<file path="src/rtl/core/ffcs_pkg.sv">
`default_nettype none
// ----------------------------------------------------------------------------
// ffcs_pkg
// shared types, constants and the crc-8 byte update for the flow frame
// check and scale block
// ----------------------------------------------------------------------------
package ffcs_pkg;

   localparam int BYTE_W     = 8;
   localparam int WORD_W     = 16;
   localparam int DIFF_W     = WORD_W + 1;
   localparam int FLOW_W     = 25;
   localparam int STATUS_W   = 2;
   localparam int QUO_W      = WORD_W + BYTE_W;
   localparam int CSR_IDX_W  = 2;
   localparam int CSR_DATA_W = 16;
   localparam int QUEUE_DEPTH = 2;

   localparam logic [BYTE_W-1:0] CRC_POLY = 8'h31;
   localparam logic [BYTE_W-1:0] CRC_INIT = 8'hFF;

   localparam logic [CSR_IDX_W-1:0] CSR_ENABLED = 2'd0;
   localparam logic [CSR_IDX_W-1:0] CSR_OFFSET  = 2'd1;
   localparam logic [CSR_IDX_W-1:0] CSR_SCALE   = 2'd2;

   typedef enum logic [STATUS_W-1:0] {
      STATUS_OK    = 2'd0,
      STATUS_CRC   = 2'd1,
      STATUS_SCALE = 2'd2
   } status_type;

   typedef struct packed {
      status_type                status;
      logic signed [DIFF_W-1:0]  diff;
      logic signed [WORD_W-1:0]  scale;
   } job_type;

   function automatic logic [BYTE_W-1:0] crc8_byte(input logic [BYTE_W-1:0] crc,
                                                   input logic [BYTE_W-1:0] data);
      logic [BYTE_W-1:0] c;
      c = crc ^ data;
      for (int i = 0; i < BYTE_W; i++) begin
         if (c[BYTE_W-1]) begin
            c = {c[BYTE_W-2:0], 1'b0} ^ CRC_POLY;
         end else begin
            c = {c[BYTE_W-2:0], 1'b0};
         end
      end
      return c;
   endfunction

endpackage
`default_nettype wire

</file>
<file path="src/rtl/core/ffcs_if.sv">
`default_nettype none
// ----------------------------------------------------------------------------
// ffcs_if
// valid/ready channels for frame bytes in and flow results out
// ----------------------------------------------------------------------------
interface ffcs_req_if;
   logic                          valid;
   logic                          ready;
   logic [ffcs_pkg::BYTE_W-1:0]   rx_byte;
   logic                          frame_start;

   modport source(output valid, output rx_byte, output frame_start, input ready);
   modport sink(input valid, input rx_byte, input frame_start, output ready);
endinterface

interface ffcs_rsp_if;
   logic                                 valid;
   logic                                 ready;
   logic signed [ffcs_pkg::FLOW_W-1:0]   flow_q8;
   logic [ffcs_pkg::STATUS_W-1:0]        status;

   modport source(output valid, output flow_q8, output status, input ready);
   modport sink(input valid, input flow_q8, input status, output ready);
endinterface
`default_nettype wire

</file>
<file path="src/rtl/core/flow_frame_check_and_scale.sv">
`default_nettype none
// ----------------------------------------------------------------------------
// flow_frame_check_and_scale
// checks the crc of the flow word in a sensor frame and gives
// (raw - offset) * 256 / scale in signed q8 with a status
//
//   channel  dir  words                      handshake
//   req_ch   in   rx_byte, frame_start       valid/ready
//   rsp_ch   out  flow_q8, status            valid/ready
//   csr_*    in   csr_index, csr_wdata       csr_we, no wait
//
// one byte a cycle is taken while the two-entry job queue has room
// a good flow word passes the job queue, a load step, the 24-step serial
// divider and a sign step before it is valid in the result register; an error
// word goes from the load step straight to the result register
// a stalled result holds the divider; the queue then fills and drops req ready
// synchronous reset: position 0, crc 0xff, config to defaults, queue empty
// ----------------------------------------------------------------------------
module flow_frame_check_and_scale #(
   parameter int FRAME_BYTES = 9
) (
   input  logic                              clock,
   input  logic                              reset,
   ffcs_req_if.sink                          req_ch,
   ffcs_rsp_if.source                        rsp_ch,
   input  logic                              csr_we,
   input  logic [ffcs_pkg::CSR_IDX_W-1:0]    csr_index,
   input  logic [ffcs_pkg::CSR_DATA_W-1:0]   csr_wdata
);
   import ffcs_pkg::*;

   logic      q_full;
   logic      q_empty;
   logic      q_push;
   logic      q_pop;
   job_type   push_job;
   job_type   pop_job;

   ffcs_front #(
      .FRAME_BYTES(FRAME_BYTES)
   ) u_front (
      .clock     (clock),
      .reset     (reset),
      .req_ch    (req_ch),
      .csr_we    (csr_we),
      .csr_index (csr_index),
      .csr_wdata (csr_wdata),
      .q_full    (q_full),
      .q_push    (q_push),
      .q_job     (push_job)
   );

   ffcs_queue u_queue (
      .clock    (clock),
      .reset    (reset),
      .push     (q_push),
      .push_job (push_job),
      .pop      (q_pop),
      .pop_job  (pop_job),
      .full     (q_full),
      .empty    (q_empty)
   );

   ffcs_back u_back (
      .clock   (clock),
      .reset   (reset),
      .q_empty (q_empty),
      .q_job   (pop_job),
      .q_pop   (q_pop),
      .rsp_ch  (rsp_ch)
   );

endmodule
`default_nettype wire

</file>
<file path="src/rtl/core/ffcs_front.sv">
`default_nettype none
// ----------------------------------------------------------------------------
// ffcs_front
// takes frame bytes, tracks position, raw flow word and crc, holds the
// config registers and queues one division job per checked flow word while enabled
// ----------------------------------------------------------------------------
module ffcs_front #(
   parameter int FRAME_BYTES = 9
) (
   input  logic                              clock,
   input  logic                              reset,
   ffcs_req_if.sink                          req_ch,
   input  logic                              csr_we,
   input  logic [ffcs_pkg::CSR_IDX_W-1:0]    csr_index,
   input  logic [ffcs_pkg::CSR_DATA_W-1:0]   csr_wdata,
   input  logic                              q_full,
   output logic                              q_push,
   output ffcs_pkg::job_type                 q_job
);
   import ffcs_pkg::*;

   localparam int POS_W = $clog2(FRAME_BYTES);
   localparam logic [POS_W-1:0] POS_HI  = '0;
   localparam logic [POS_W-1:0] POS_LO  = POS_W'(1);
   localparam logic [POS_W-1:0] POS_CRC = POS_W'(2);
   localparam logic [POS_W:0]   POS_END = (POS_W+1)'(FRAME_BYTES);

   logic                      enabled_ff, enabled_in;
   logic signed [WORD_W-1:0]  offset_ff, offset_in;
   logic signed [WORD_W-1:0]  scale_ff, scale_in;
   logic [POS_W-1:0]          pos_ff, pos_in;
   logic [BYTE_W-1:0]         crc_ff, crc_in;
   logic [WORD_W-1:0]         word_ff, word_in;

   logic                      accept;
   logic [POS_W-1:0]          pos_cur;
   logic [BYTE_W-1:0]         crc_cur;
   logic [BYTE_W-1:0]         crc_upd;
   logic [POS_W:0]            pos_next;

   assign req_ch.ready = !q_full;
   assign accept       = req_ch.valid && req_ch.ready;

   assign pos_cur  = req_ch.frame_start ? POS_HI : pos_ff;
   assign crc_cur  = req_ch.frame_start ? CRC_INIT : crc_ff;
   assign crc_upd  = crc8_byte(crc_cur, req_ch.rx_byte);
   assign pos_next = {1'b0, pos_cur} + (POS_W+1)'(1);

   // config registers
   always_comb begin
      enabled_in = enabled_ff;
      offset_in  = offset_ff;
      scale_in   = scale_ff;
      if (csr_we) begin
         unique case (csr_index)
            CSR_ENABLED: enabled_in = csr_wdata[0];
            CSR_OFFSET:  offset_in  = csr_wdata[WORD_W-1:0];
            CSR_SCALE:   scale_in   = csr_wdata[WORD_W-1:0];
            default: ;
         endcase
      end
   end

   // byte tracking and job build
   always_comb begin
      pos_in       = pos_ff;
      crc_in       = crc_ff;
      word_in      = word_ff;
      q_push       = 1'b0;
      q_job.status = STATUS_OK;
      q_job.diff   = $signed({word_ff[WORD_W-1], word_ff})
                   - $signed({offset_ff[WORD_W-1], offset_ff});
      q_job.scale  = scale_ff;
      if (req_ch.rx_byte != crc_cur) begin
         q_job.status = STATUS_CRC;
      end else if (scale_ff == '0) begin
         q_job.status = STATUS_SCALE;
      end
      if (accept) begin
         crc_in = crc_cur;
         unique case (pos_cur)
            POS_HI: begin
               word_in = {{(WORD_W-BYTE_W){1'b0}}, req_ch.rx_byte};
               crc_in  = crc_upd;
            end
            POS_LO: begin
               word_in = {word_ff[BYTE_W-1:0], req_ch.rx_byte};
               crc_in  = crc_upd;
            end
            POS_CRC: q_push = enabled_ff;
            default: ;
         endcase
         if (pos_next >= POS_END) begin
            pos_in = POS_HI;
            crc_in = CRC_INIT;
         end else begin
            pos_in = pos_next[POS_W-1:0];
         end
      end
   end

   always_ff @(posedge clock) begin
      if (reset) begin
         enabled_ff <= 1'b0;
         offset_ff  <= '0;
         scale_ff   <= WORD_W'(1);
         pos_ff     <= POS_HI;
         crc_ff     <= CRC_INIT;
         word_ff    <= '0;
      end else begin
         enabled_ff <= enabled_in;
         offset_ff  <= offset_in;
         scale_ff   <= scale_in;
         pos_ff     <= pos_in;
         crc_ff     <= crc_in;
         word_ff    <= word_in;
      end
   end

   a_pos_in_frame: assert property (@(posedge clock) disable iff (reset)
      {1'b0, pos_ff} < POS_END)
      else $error("byte position past frame end");

endmodule
`default_nettype wire

</file>
<file path="src/rtl/core/ffcs_queue.sv">
`default_nettype none
// ----------------------------------------------------------------------------
// ffcs_queue
// short job fifo between the byte front end and the divider
// ----------------------------------------------------------------------------
module ffcs_queue (
   input  logic                clock,
   input  logic                reset,
   input  logic                push,
   input  ffcs_pkg::job_type   push_job,
   input  logic                pop,
   output ffcs_pkg::job_type   pop_job,
   output logic                full,
   output logic                empty
);
   import ffcs_pkg::*;

   localparam int PTR_W = (QUEUE_DEPTH > 1) ? $clog2(QUEUE_DEPTH) : 1;
   localparam int CNT_W = $clog2(QUEUE_DEPTH + 1);
   localparam logic [PTR_W-1:0] PTR_LAST = PTR_W'(QUEUE_DEPTH - 1);
   localparam logic [CNT_W-1:0] CNT_FULL = CNT_W'(QUEUE_DEPTH);

   job_type            entry_ff [QUEUE_DEPTH];
   logic [PTR_W-1:0]   wr_ptr_ff, wr_ptr_in;
   logic [PTR_W-1:0]   rd_ptr_ff, rd_ptr_in;
   logic [CNT_W-1:0]   count_ff, count_in;

   assign full    = count_ff == CNT_FULL;
   assign empty   = count_ff == '0;
   assign pop_job = entry_ff[rd_ptr_ff];

   always_comb begin
      wr_ptr_in = wr_ptr_ff;
      rd_ptr_in = rd_ptr_ff;
      count_in  = count_ff;
      if (push) begin
         wr_ptr_in = (wr_ptr_ff == PTR_LAST) ? '0 : wr_ptr_ff + PTR_W'(1);
      end
      if (pop) begin
         rd_ptr_in = (rd_ptr_ff == PTR_LAST) ? '0 : rd_ptr_ff + PTR_W'(1);
      end
      if (push && !pop) begin
         count_in = count_ff + CNT_W'(1);
      end else if (pop && !push) begin
         count_in = count_ff - CNT_W'(1);
      end
   end

   always_ff @(posedge clock) begin
      if (push) begin
         entry_ff[wr_ptr_ff] <= push_job;
      end
   end

   always_ff @(posedge clock) begin
      if (reset) begin
         wr_ptr_ff <= '0;
         rd_ptr_ff <= '0;
         count_ff  <= '0;
      end else begin
         wr_ptr_ff <= wr_ptr_in;
         rd_ptr_ff <= rd_ptr_in;
         count_ff  <= count_in;
      end
   end

   a_no_overflow: assert property (@(posedge clock) disable iff (reset)
      push |-> !full || pop)
      else $error("job pushed into full queue");

   a_no_underflow: assert property (@(posedge clock) disable iff (reset)
      pop |-> !empty)
      else $error("job popped from empty queue");

endmodule
`default_nettype wire

</file>
<file path="src/rtl/core/ffcs_back.sv">
`default_nettype none
// ----------------------------------------------------------------------------
// ffcs_back
// serial signed divider: (diff * 256) / scale, truncated toward zero,
// one quotient bit per cycle, result held in an output register
// ----------------------------------------------------------------------------
module ffcs_back (
   input  logic                clock,
   input  logic                reset,
   input  logic                q_empty,
   input  ffcs_pkg::job_type   q_job,
   output logic                q_pop,
   ffcs_rsp_if.source          rsp_ch
);
   import ffcs_pkg::*;

   localparam int CNT_W = $clog2(QUO_W);
   localparam logic [CNT_W-1:0] CNT_LAST = CNT_W'(QUO_W - 1);

   typedef enum logic [3:0] {
      ST_IDLE = 4'b0001,
      ST_DIV  = 4'b0010,
      ST_SIGN = 4'b0100,
      ST_DONE = 4'b1000
   } state_type;

   state_type                 state_ff, state_in;
   logic [WORD_W-1:0]         rem_ff, rem_in;
   logic [QUO_W-1:0]          quo_ff, quo_in;
   logic [WORD_W-1:0]         dvs_ff, dvs_in;
   logic                      neg_ff, neg_in;
   logic [CNT_W-1:0]          cnt_ff, cnt_in;
   logic signed [FLOW_W-1:0]  flow_ff, flow_in;
   status_type                status_ff, status_in;

   logic [DIFF_W-1:0]         diff_mag;
   logic [WORD_W-1:0]         scale_mag;
   logic [WORD_W:0]           trial;
   logic [WORD_W:0]           trial_sub;
   logic                      take;
   logic [FLOW_W-1:0]         quo_ext;

   assign q_pop = (state_ff == ST_IDLE) && !q_empty;

   assign diff_mag  = q_job.diff[DIFF_W-1] ? DIFF_W'(-q_job.diff) : DIFF_W'(q_job.diff);
   assign scale_mag = q_job.scale[WORD_W-1] ? WORD_W'(-q_job.scale) : WORD_W'(q_job.scale);
   assign trial     = {rem_ff, quo_ff[QUO_W-1]};
   assign trial_sub = trial - {1'b0, dvs_ff};
   assign take      = trial >= {1'b0, dvs_ff};
   assign quo_ext   = {{(FLOW_W-QUO_W){1'b0}}, quo_ff};

   always_comb begin
      state_in  = state_ff;
      rem_in    = rem_ff;
      quo_in    = quo_ff;
      dvs_in    = dvs_ff;
      neg_in    = neg_ff;
      cnt_in    = cnt_ff;
      flow_in   = flow_ff;
      status_in = status_ff;
      unique case (state_ff)
         ST_IDLE: begin
            if (q_pop) begin
               status_in = q_job.status;
               flow_in   = '0;
               rem_in    = '0;
               quo_in    = {diff_mag[WORD_W-1:0], {BYTE_W{1'b0}}};
               dvs_in    = scale_mag;
               neg_in    = q_job.diff[DIFF_W-1] ^ q_job.scale[WORD_W-1];
               cnt_in    = CNT_LAST;
               state_in  = (q_job.status == STATUS_OK) ? ST_DIV : ST_DONE;
            end
         end
         ST_DIV: begin
            rem_in = take ? trial_sub[WORD_W-1:0] : trial[WORD_W-1:0];
            quo_in = {quo_ff[QUO_W-2:0], take};
            cnt_in = cnt_ff - CNT_W'(1);
            if (cnt_ff == '0) begin
               state_in = ST_SIGN;
            end
         end
         ST_SIGN: begin
            flow_in  = neg_ff ? $signed(-quo_ext) : $signed(quo_ext);
            state_in = ST_DONE;
         end
         ST_DONE: begin
            if (rsp_ch.ready) begin
               state_in = ST_IDLE;
            end
         end
         default: state_in = ST_IDLE;
      endcase
   end

   always_ff @(posedge clock) begin
      rem_ff    <= rem_in;
      quo_ff    <= quo_in;
      dvs_ff    <= dvs_in;
      neg_ff    <= neg_in;
      cnt_ff    <= cnt_in;
      flow_ff   <= flow_in;
      status_ff <= status_in;
   end

   always_ff @(posedge clock) begin
      if (reset) begin
         state_ff <= ST_IDLE;
      end else begin
         state_ff <= state_in;
      end
   end

   assign rsp_ch.valid   = state_ff == ST_DONE;
   assign rsp_ch.flow_q8 = flow_ff;
   assign rsp_ch.status  = status_ff;

   a_error_zero_flow: assert property (@(posedge clock) disable iff (reset)
      rsp_ch.valid && (rsp_ch.status != STATUS_OK) |-> rsp_ch.flow_q8 == '0)
      else $error("error word with nonzero flow");

   a_word_held: assert property (@(posedge clock) disable iff (reset)
      rsp_ch.valid && !rsp_ch.ready |=> rsp_ch.valid && $stable(flow_ff)
                                        && $stable(status_ff))
      else $error("result word changed while stalled");

endmodule
`default_nettype wire

</file>
<file path="src/flat_wrapper.sv">
// flat-port wrapper written by rule: the top's interface ports become plain ports
module flow_frame_check_and_scale_flat import ffcs_pkg::*;
#(
   parameter int FRAME_BYTES = 9
)
  (clock, reset, csr_we, csr_index, csr_wdata, req_ch_valid, req_ch_rx_byte, req_ch_frame_start, req_ch_ready, rsp_ch_valid, rsp_ch_flow_q8, rsp_ch_status, rsp_ch_ready);
  ffcs_req_if req_ch_i ();
  ffcs_rsp_if rsp_ch_i ();
  input  logic clock;
  input  logic reset;
  input  logic csr_we;
  input  logic [ffcs_pkg::CSR_IDX_W-1:0] csr_index;
  input  logic [ffcs_pkg::CSR_DATA_W-1:0] csr_wdata;
  input wire logic [$bits(req_ch_i.valid)-1:0] req_ch_valid;
  input wire logic [$bits(req_ch_i.rx_byte)-1:0] req_ch_rx_byte;
  input wire logic [$bits(req_ch_i.frame_start)-1:0] req_ch_frame_start;
  output wire logic [$bits(req_ch_i.ready)-1:0] req_ch_ready;
  output wire logic [$bits(rsp_ch_i.valid)-1:0] rsp_ch_valid;
  output wire logic [$bits(rsp_ch_i.flow_q8)-1:0] rsp_ch_flow_q8;
  output wire logic [$bits(rsp_ch_i.status)-1:0] rsp_ch_status;
  input wire logic [$bits(rsp_ch_i.ready)-1:0] rsp_ch_ready;
  assign req_ch_i.valid = req_ch_valid;
  assign req_ch_i.rx_byte = req_ch_rx_byte;
  assign req_ch_i.frame_start = req_ch_frame_start;
  assign req_ch_ready = req_ch_i.ready;
  assign rsp_ch_valid = rsp_ch_i.valid;
  assign rsp_ch_flow_q8 = rsp_ch_i.flow_q8;
  assign rsp_ch_status = rsp_ch_i.status;
  assign rsp_ch_i.ready = rsp_ch_ready;
  flow_frame_check_and_scale #(.FRAME_BYTES(FRAME_BYTES)) u_core (.clock(clock), .reset(reset), .req_ch(req_ch_i), .rsp_ch(rsp_ch_i), .csr_we(csr_we), .csr_index(csr_index), .csr_wdata(csr_wdata));
endmodule
</file>
<file path="config.mk">
export PLATFORM = sky130hd
export DESIGN_NAME = flow_frame_check_and_scale_flat
export DESIGN_NICKNAME = d
export VERILOG_FILES = /design/src/rtl/core/ffcs_pkg.sv /design/src/rtl/core/ffcs_if.sv /design/src/rtl/core/flow_frame_check_and_scale.sv /design/src/rtl/core/ffcs_front.sv /design/src/rtl/core/ffcs_queue.sv /design/src/rtl/core/ffcs_back.sv /design/src/flat_wrapper.sv
export SDC_FILE = /design/constraint.sdc
export NUM_CORES = 1
export LEC_CHECK = 0
export CAP_MARGIN = 0
export CORE_MARGIN = 2
export CORE_UTILIZATION = 50
export DETAILED_ROUTE_END_ITERATION = 10
export DONT_BUFFER_PORTS = 1
export HOLD_SLACK_MARGIN = 0.12
export PLACE_DENSITY = 0.75
export SLEW_MARGIN = 10
export SYNTH_ARGS = -nofsm -noshare
export SYNTH_HDL_FRONTEND = slang
export SYNTH_HIERARCHICAL = 1
export SYNTH_SLANG_ARGS = --single-unit
export TNS_END_PERCENT = 100
</file>
<file path="constraint.sdc">
create_clock -name clock -period 6.09 [get_ports clock]
set_clock_uncertainty 0.15 [all_clocks]
set_input_delay 1.218 -clock clock [delete_from_list [all_inputs] [get_ports clock]]
set_output_delay 1.218 -clock clock [all_outputs]
set_load 0.005 [all_outputs]
</file>
---- Word level (Yosys, flattened, before mapping) ----
Memories as Yosys holds them, arrays and structs flattened. A register that Yosys moved wholly into a read port is not among the register bits.
Cells that the tools add are included.
storage, ports and cells
  bits in registers ....................... 158
  memory bits (writable) .................. 70
  bits of input ports ..................... 32
  logic and storage cells ................. 125
  memories ................................ 1
operators by class
  $add $sub $neg .......................... 11
  order comparisons ....................... 2
  eq/ne operators ......................... 13
  mux-type cells .......................... 43
  bitwise operators ....................... 10
  reductions and logical operators ........ 27
memory list
  memory                   words  bits a word  rd ports  clocked after memory_dff  wr ports  RTL line          source
  u_core.u_queue.entry_ff  2      35           1         1                         1         ffcs_queue.sv:23  job_type entry_ff [QUEUE_DEPTH];
operators with widths
  operator                                             number
  one-hot mux 16 bit (2 select lines)                  2
  2-to-1 mux 25 bit                                    2
  one-hot mux 25 bit (2 select lines)                  1
  2-to-1 mux 16 bit                                    3
  2-to-1 mux 6 bit                                     8
  one-hot mux 24 bit (2 select lines)                  1
  negator 16 bit                                       2
  negator 24 -> 25 bit                                 1
  2-to-1 mux 24 bit                                    1
  2-to-1 mux 4 bit                                     6
  2-to-1 mux 8 bit                                     3
  NOT 3 bit                                            8
  greater-or-equal comparator 17 x 16 -> 1 bit         1
  subtractor 16 x 16 -> 17 bit                         1
  logical NOT 16 bit                                   1
  one-hot mux 4 bit (4 select lines)                   1
  subtractor 16 bit                                    1
  2-to-1 mux 15 bit                                    1
  AND reduction 2 bit                                  7
  one-hot mux 5 bit (2 select lines)                   1
  equality test 4 x 1 -> 1 bit, second input constant  2
  equality test 4 x 2 -> 1 bit, second input constant  2
  2-to-1 mux 1 bit                                     8
  2-to-1 mux 2 bit                                     4
  other kinds (24)                                     38

---- Logic depth before layout (Yosys ltp) ----
Gate-level depths: netlist (run 1).
  depth in word-level cells ............... 20
  mapped depth ............................ 10

---- Modules after synthesis ----
The synthesis (run 1) kept the hierarchy.
modules (own cells, without submodules)
  module      instances  cells each  area each (µm²)  sequential area each (µm²)
  ffcs_back   1          568         5704.2           2752.6
  ffcs_front  1          462         3552.2           1221.2
  ffcs_queue  1          131         2731.4           2202.1

---- Least setup slack after synthesis (run 1) ----
OpenSTA, ideal clock, no wires.
  path kind ............................... input -> register
  from .................................... in req_ch_frame_start
  to ...................................... mem u_core/u_queue/entry_ff[0][0] in the netlist's numbering, enable pin
  library setup time ...................... 0.431 ns
  arrival time ............................ 3.825 ns
  required time ........................... 5.509 ns
  path slack .............................. 1.684 ns
  cell stages on the path ................. 6
  path buffers ............................ 2
  path through ............................ buf_2 clkbuf_1 nand2b_1 ha_1 and4_1 nor2b_1
on the way
  word-level cells in the longest chain between the ends .. 6
RTL lines
  item                                    RTL line                          source
  from (decl)                             flat_wrapper.sv:16                input wire logic [$bits(req_ch_i.frame_start)-1:0] req_ch_frame_start;
  2-to-1 mux 4 bit                        ffcs_front.sv:44                  assign pos_cur = req_ch.frame_start ? POS_HI : pos_ff;
  equality test 4 x 2 -> 1 bit            ffcs_front.sv:81                  unique case (pos_cur)
  2-to-1 mux 1 bit                        ffcs_front.sv:81
  2-to-1 mux 1 bit                        ffcs_front.sv:79                  if (accept) begin
  net u_core.q_push                       flow_frame_check_and_scale.sv:34  logic q_push;
  2-to-1 mux 1 bit                        ffcs_queue.sv:50                  if (push) begin
  2-to-1 mux 1 bit (not written as such)  ffcs_queue.sv:51                  entry_ff[wr_ptr_ff] <= push_job;
  to (decl)                               ffcs_queue.sv:23
The timed path passes the listed nets, and every way through them passes these cells.

---- Worst setup path in the final report (run 1) ----
  from .................................... reg u_core.u_back.state_ff[0]
  to ...................................... reg u_core.u_queue.count_ff[1]
on the way
  word-level cells in the longest chain between the ends .. 5
  elaborated cells on any way between the ends .. 7
  classes of those cells .................. eq/ne (1); mux (1); reduce/logical (5)
RTL lines
  item                                                    RTL line                          source
  from (decl)                                             ffcs_back.sv:27                   state_type state_ff, state_in;
  from (signal assigned)                                  ffcs_back.sv:109                  state_ff <= state_in;
  equality test 4 x 1 -> 1 bit *                          ffcs_back.sv:43                   assign q_pop = (state_ff == ST_IDLE) && !q_empty;
  logical AND 1 bit *                                     ffcs_back.sv:43
  net u_core.q_pop                                        flow_frame_check_and_scale.sv:35  logic q_pop;
  logical NOT 1 bit                                       ffcs_queue.sv:42                  if (push && !pop) begin
  logical AND 1 bit                                       ffcs_queue.sv:42
  2-to-1 mux 2 bit or nonzero test 2 bit (tied branches)  --
  to (signal assigned)                                    ffcs_queue.sv:63                  count_ff <= count_in;
  to (decl)                                               ffcs_queue.sv:26                  logic [CNT_W-1:0] count_ff, count_in;
Mark *: on every way through the listed nets, which the timed path passes. The rest lies on a longest branch.
A chain may end at the register's enable or synchronous reset.

==> results.json, run 1 <==
{
  "finalSetupTns_ns": 0,
  "clock_sinks": 229,
  "slew_headroom": 0.2710,
  "postCtsSetupRepairBufs": 0,
  "synth-edff-count": 159,
  "fin_nets": 1219,
  "fmax_mhz": 308.9,
  "worst_slew_pin_slew_ns": 1.090,
  "critical_path_class": "reg -> reg",
  "antenna_found_initial": 0,
  "port_buffers": 0,
  "status": "completed",
  "n_fill_cell": 1967,
  "r2r_end": "u_core/u_queue/count_ff[1]",
  "area_growth_pct": 9.101,
  "synth_largest_type_area_fraction": 0.3983,
  "first_pass_iters": 5,
  "initial_utilization": 0.5107,
  "cts_buffer_depth": 3,
  "clk_pin_slew_ns": 0.06,
  "gp_congestion": 0.8618,
  "hold_viol_final": 0,
  "syn-instance-count": 1161,
  "die_x_um": 158.8,
  "critPathLaunch": "u_core/u_back/state_ff[0]",
  "drive_gt1_frac": 0.09388,
  "min_path_cells": 2,
  "crit_arrival_ns": 3.52,
  "drv_cap": 0,
  "grtUsageTotal": 0.1781,
  "antenna_cells": 0,
  "synth_nets": 1237,
  "setup_viol": 0,
  "vias": 8116,
  "drc": 0,
  "postRouteAntennaNets": 0,
  "postCtsResizedCells": 0,
  "startpoint_type": "flip-flop",
  "grt_overflow": 0,
  "cts_tree": "built",
  "synth_top_cell_by_area": "edfxtp_1",
  "clk_latency_ns": 0.52,
  "grt_setup_unrepaired": "false",
  "crit_end": "u_core/u_queue/count_ff[1]",
  "peakVddDrop_uv": 336.2,
  "ys_seq_elements": 229,
  "grt_pass1_vias": 7523,
  "power_density_mw_per_mm2": 441.3,
  "via_per_inst": 5.484,
  "ff2ff_setup_slack_ns": 2.85,
  "synthesis.area_sq_mm": 0.01199,
  "period_minus_slack_ns": 3.237,
  "reg2reg_depth": 7,
  "cts_hold_buf": 0,
  "synth.distinct_cells": 80,
  "hold_slack_ns": 0.3006,
  "ys_warn_count": 6,
  "dr.first_iter.drc_count": 448,
  "core-area_sq_mm": 0.02347,
  "synthFlopType": "edfxtp_1",
  "multiInputGateArea_sq_mm": 0.005416,
  "grt_pass1_wl_um": 37580,
  "synth_area_leaders": "edfxtp_1 40%, dfxtp_1 12%, nand2_1 5.3%",
  "reg2reg_from": "u_core/u_back/state_ff[0]",
  "slew_viol_final": 0,
  "cts_made_buffers": 24,
  "grt_max_degree": 71,
  "cts_root_buf": "clkbuf_16",
  "end_kind": "flip-flop",
  "fp.dieH_um": 158.8,
  "syn_area_per_cell_sq_um": 10.33,
  "ys_seq_area_frac": 0.5152,
  "p_leak_nw": 4.713,
  "num_rows": 56,
  "hpwl_um": 16420,
  "totalWireLength_um": 22800,
  "die-area_sq_mm": 0.02523,
  "min_path_type": "reg -> reg",
  "async_flop_share": 0,
  "seqCellArea_sq_mm": 0.006176,
  "finalCritPeriodShare": 0.5316,
  "crit_path_max_fanout": 21,
  "io_pins": 61,
  "wl_per_cell_um": 15.41,
  "cp.required_ns": 6.37,
  "htreeDepth": 1
}
[worst min-delay path by stage]
stage / from / endpoint / slack [ns]
after floorplan: u_core/u_front/pos_ff[1] / u_core/u_front/pos_ff[1] / 0.28
after global placement: u_core/u_front/offset_ff[5] / u_core/u_front/offset_ff[5] / 0.29
after detailed placement: u_core/u_front/offset_ff[10] / u_core/u_front/offset_ff[10] / 0.29
after CTS: u_core/u_front/offset_ff[10] / u_core/u_front/offset_ff[10] / 0.30
after global routing: u_core/u_front/pos_ff[1] / u_core/u_front/pos_ff[1] / 0.32
final: u_core/u_front/offset_ff[8] / u_core/u_front/offset_ff[8] / 0.30
[worst max-delay path, cell delays in order, from the launching register on]
cell	delay (ns)
dfxtp_1	0.42
nor4b_1	0.65
nand2b_1	0.25
inv_1	0.64
inv_1	0.17
ha_1	0.36
or3_1	0.35
a21oi_1	0.15
[flip-flops by register name (all words and copies together) (netlist names), 5 cells and up, named ones only]
name / flops
u_core/u_front/crc_ff: 8
u_core/u_back/rem_ff: 16
u_core/u_back/cnt_ff: 5
u_core/u_back/rsp_ch.flow_q8: 25
u_core/u_front/offset_ff: 16
u_core/u_queue/entry_ff: 70
u_core/u_back/quo_ff: 24
u_core/u_back/dvs_ff: 16
u_core/u_front/scale_ff: 16
u_core/u_front/word_ff: 16
[cell usage after synthesis, types with 6 or more instances]
| master | n |
|---|---|
| a21o_1 | 11 |
| nor2b_1 | 13 |
| xor2_1 | 42 |
| or3_1 | 12 |
| nor3_1 | 11 |
| o22ai_1 | 9 |
| nand2b_1 | 14 |
| o31ai_1 | 14 |
| clkbuf_1 | 34 |
| and3_1 | 6 |
| ha_1 | 42 |
| and2_1 | 6 |
| nand3_1 | 21 |
| mux2_2 | 36 |
| dfxtp_1 | 70 |
| o211ai_1 | 9 |
| nand2_1 | 170 |
| o21ai_0 | 42 |
| buf_2 | 10 |
| edfxtp_1 | 159 |
| o21bai_1 | 6 |
| nor2_1 | 94 |
| nand3b_1 | 6 |
| inv_1 | 54 |
| xnor2_1 | 54 |
| o21a_1 | 10 |
| a22oi_1 | 9 |
| o21ai_1 | 6 |
| a21oi_1 | 89 |
| nor4_1 | 8 |
[layout by cell type (no fill, tap or decap), types with 5 or more instances in the layout]
master     synthesis  final
dfxtp_1           70     70
and2_1             6      6
xnor2_1           54     54
clkbuf_16          0     26
o22ai_1            9      9
o21ai_0           42     42
o31ai_1           14     14
nor2b_1           13     12
and3_1             6      6
nor4_1             8      8
ha_1              42     42
o21bai_1           6      6
xor2_1            42     42
nand4_1            5      5
nand2b_1          14     14
inv_1             54     54
or3_1             12     12
or4_1              5      5
mux2_2            36     36
a21oi_1           89     89
a21o_1            11     11
edfxtp_1         159    159
nand3_1           21     21
nor3_1            11     11
nand3b_1           6      6
nor2_1            94     94
o211ai_1           9      9
a22oi_1            9      9
a31oi_1            5      5
o21a_1            10     10
nand2_1          170    169
o21ai_1            6      6
[power by group]
group	internal (W)	total, W	leakage, nW	switching, W
Sequential	0.00209	0.00230	2.04	0.000210
Combinational	0.000772	0.00193	2.25	0.00116
Clock	0.000966	0.00154	0.420	0.000576
Total	0.00383	0.00577	4.71	0.00195
[stage by stage]
stage	std cells	setup slack, ns	power [W]	area, sq um	util
global route	1480	2.573	0.006129	13080	0.5572
global placement	1436	2.526	0.004192	12220	0.5208
floorplan	1161	1.684	0.003862	11990	-
CTS	1480	2.875	0.005800	13080	0.5572
detailed placement	1436	2.455	0.004244	12220	0.5208
finish	1480	2.853	0.005771	13080	0.5572
[layout make-up]
type                       instances  area share
tap                              319     0.03052
timing repair buffer               4    0.002296
multi-input combinational        830      0.4141
sequential                       229      0.4722
inverter                          54     0.01550
clock buffer                      31     0.05271
clock inverter                    13     0.01263
[cells by family after synthesis]
family,synth area share
and+or+nand+nor,0.1562
xor gates and xnor gates,0.07755
muxes,0.03716
AOI/OAI and AO/OA,0.1328
adders and majority gates,0.04718
DFF,0.5152
buffers and inverters,0.03392
[metal layers]
| metal | wire length, um | vias to the layer above | track usage | part of all wire |
|---|---|---|---|---|
| li1 | - | 4101 | - | - |
| met1 | 10720 | 3791 | 0.2469 | 0.47 |
| met2 | 10120 | 190 | 0.2838 | 0.44 |
| met3 | 1569 | 34 | 0.04702 | 0.069 |
| met4 | 392 | 0 | 0.03420 | 0.017 |
| met5 | 0 | - | 0 | 0 |
Power figures use the tool's default switching activity.
==> run 2: changes to the inputs <==
Settings changed: ABC_AREA set to 1, PLACE_DENSITY 0.75 to 0.78.
Clock period 6.09 ns to 2.7 ns, I/O delays scaled along.
==> results.json, run 2 <==
{
  "status": "completed",
  "wl_per_cell_um": 14.66,
  "die_x_um": 164.1,
  "synthFlopType": "edfxtp_1",
  "cts_hold_buf": 27,
  "grt_overflow": 0,
  "layout_common_cells": "334 x nand2_1, 188 x inv_1, 165 x nor2_1, 159 x edfxtp_1, 85 x a21oi_1",
  "final_common_cell": "nand2_1",
  "hold_viol_final": 0,
  "grt_max_degree": 40,
  "finalCritPeriodShare": 0.9175,
  "cp.required_ns": 2.82,
  "reg2reg_depth": 10,
  "largest_reg_flops": 70,
  "ff2ff_setup_slack_ns": 0.22,
  "fin_nets": 1601,
  "crit_path_max_fanout": 15,
  "power_density_mw_per_mm2": 794.2,
  "grt_pass1_wl_um": 45330,
  "synth_area_leaders": "edfxtp_1 37%, dfxtp_1 11%, nand2_1 9.8%",
  "slew_headroom": 0.2071,
  "initial_utilization": 0.5091,
  "postCtsSetupRepairBufs": 0,
  "crit_buf_inv": 1,
  "ys_warn_count": 6,
  "end_kind": "flip-flop",
  "totalWireLength_um": 27490,
  "min_to": "u_core/u_front/offset_ff[9]",
  "min_path_type": "in -> reg",
  "io_pins": 61,
  "core-area_sq_mm": 0.02518,
  "ys_seq_area_frac": 0.4817,
  "hpwl_um": 19760,
  "crit_arrival_ns": 2.60,
  "port_buffers": 0,
  "p_leak_nw": 6.152,
  "num_rows": 58,
  "cts_made_buffers": 25,
  "synthesis.area_sq_mm": 0.01282,
  "min_path_cells": 2,
  "critical_path_class": "reg -> reg",
  "synth_top_cell_by_area": "edfxtp_1",
  "drive_gt1_frac": 0.1082,
  "gp_congestion": 0.9196,
  "syn_area_per_cell_sq_um": 8.622,
  "top_register": "u_core/u_queue/entry_ff",
  "min_from": "csr_wdata[9]",
  "drc": 0,
  "p_total_w": 0.01135,
  "postRouteAntennaNets": 0,
  "cpLargestDelayFamily": "simple AND/OR/NAND/NOR gates",
  "clock_sinks": 229,
  "multiInputGateArea_sq_mm": 0.005609,
  "fmax_mhz": 403.7,
  "grt_setup_unrepaired": "false",
  "area_growth_pct": 11.47,
  "startpoint_type": "flip-flop",
  "crit_path_cell_trace": "mux2_4 > inv_1 > ha_1 > nand3_1 > nor2_1 > nand4_1 > o21ai_2 > nand2_1 > nand2_1 > nand2_1",
  "fp.dieH_um": 164.1,
  "antenna_found_initial": 2,
  "postCtsResizedCells": 0,
  "peakVddDrop_uv": 504.1,
  "cts_root_buf": "clkbuf_16",
  "cts_tree": "built",
  "htreeDepth": 1,
  "clk_pin_slew_ns": 0.06,
  "cts_buffer_depth": 3,
  "period_minus_slack_ns": 2.477,
  "syn-instance-count": 1487,
  "synth_commonest_cells": "335 x nand2_1, 189 x inv_1, 167 x nor2_1",
  "vias": 9875,
  "first_pass_iters": 5,
  "seqCellArea_sq_mm": 0.006177,
  "fin_ws_ns": 0.2228,
  "dr.first_iter.drc_count": 708,
  "synth.distinct_cells": 51,
  "finalSetupTns_ns": 0,
  "crit_top_cell": "nand2_1",
  "worst_slew_pin_slew_ns": 1.185,
  "grtUsageTotal": 0.2055,
  "grt_pass1_vias": 9385,
  "synth-edff-count": 159,
  "die-area_sq_mm": 0.02694,
  "clk_latency_ns": 0.52,
  "pre_cts_ws_ns": 0.2405,
  "ys_seq_elements": 229,
  "synth_largest_type_area_fraction": 0.3724,
  "async_flop_share": 0,
  "cp_slowest_cell": "dfxtp_2",
  "via_per_inst": 5.267,
  "setup_viol": 0,
  "n_fill_cell": 2115,
  "drv_cap": 0,
  "yosysMostFrequentCell": "nand2_1",
  "r2r_end": "u_core/u_back/dvs_ff[14]",
  "slew_viol_final": 0,
  "synth_nets": 1563,
  "max_stage_delay_ns": 0.60
}
## run 2: cell count changes in the layout (fill, tap and decap cells not counted), moves of 17 or more
cell           before  now
nand2_1           169  334
inv_1              54  188
nor2_1             94  165
nand3_1            21   74
xnor2_1            54   10
o21ai_0            42   75
mux2_2             36    5
mux2_4              0   30
dlygate4sd3_1       0   27
buf_4               4   21
## run 2: cell families (layout without fill, tap and decap cells)
group	count (synthesis)	count (layout)	synth area share
AOI/OAI and AO/OA	194	194	0.08032
muxes	35	35	0.03952
adders and majority gates	44	44	0.04411
and+or+nand+nor	686	686	0.2335
xor gates and xnor gates	53	53	0.03855
buffers and inverters	246	302	0.08227
DFF	229	229	0.4817
other	0	2	0
## run 2: worst max-delay path by stage
stage	start	end	slack [ns]	cells after the start
5_1_grt	flip-flop	u_core/u_back/quo_ff[20]	0.04	10
4_1_cts	flip-flop	u_core/u_back/dvs_ff[14]	0.21	10
3_5_place_dp	flip-flop	u_core/u_back/dvs_ff[14]	0.24	10
3_3_place_gp	u_core/u_back/quo_ff[23]	u_core/u_back/rem_ff[12]	0.31	11
2_1_floorplan	req_ch_frame_start	u_core/u_queue/entry_ff[0][0]	0.13	7
6_report	flip-flop	u_core/u_back/dvs_ff[14]	0.22	10
## run 2: area by class of cell
cell class,instances,area share
Antenna cell,2,0.0003502
Clock buffer,32,0.04842
Clock inverter,13,0.01007
Inverter,207,0.05481
Multi-Input combinational cell,1012,0.3925
Sequential cell,229,0.4322
Tap cell,330,0.02889
Timing Repair Buffer,50,0.03274
## run 2: metrics by stage
step / hold WS (ns) / util / std cells / instance area, sq um
after floorplan: 0.2774 / - / 1487 / 12840
after global placement: 0.2961 / 0.5234 / 1801 / 13180
after detailed placement: 0.2999 / 0.5234 / 1801 / 13180
after CTS: 0.1272 / 0.5673 / 1873 / 14290
after global routing: 0.1490 / 0.5675 / 1875 / 14290
final: 0.1463 / 0.5675 / 1875 / 14290
## run 2: report_power, final
group / total [W] / switching (W) / internal (W)
clock network: 0.00343 / 0.00134 / 0.00209
registers: 0.00467 / 0.000310 / 0.00436
logic: 0.00326 / 0.00208 / 0.00118
total: 0.0114 / 0.00373 / 0.00762
## run 2: metal layers
| layer | global-route usage | vias to the layer above | part of all wire |
|---|---|---|---|
| met5 | 0 | - | 0 |
| met2 | 0.3517 | 279 | 0.48 |
| met3 | 0.04242 | 51 | 0.063 |
| met4 | 0.05263 | 0 | 0.023 |
| li1 | - | 4958 | - |
| met1 | 0.2654 | 4587 | 0.44 |
## run 2: worst register-to-register path, stage by stage (launching register included)
cell     delay (ns)
dfxtp_2        0.60
mux2_4         0.36
inv_1          0.09
ha_1           0.17
nand3_1        0.11
nor2_1         0.16
nand4_1        0.16
o21ai_2        0.25
nand2_1        0.08
nand2_1        0.06
nand2_1        0.04
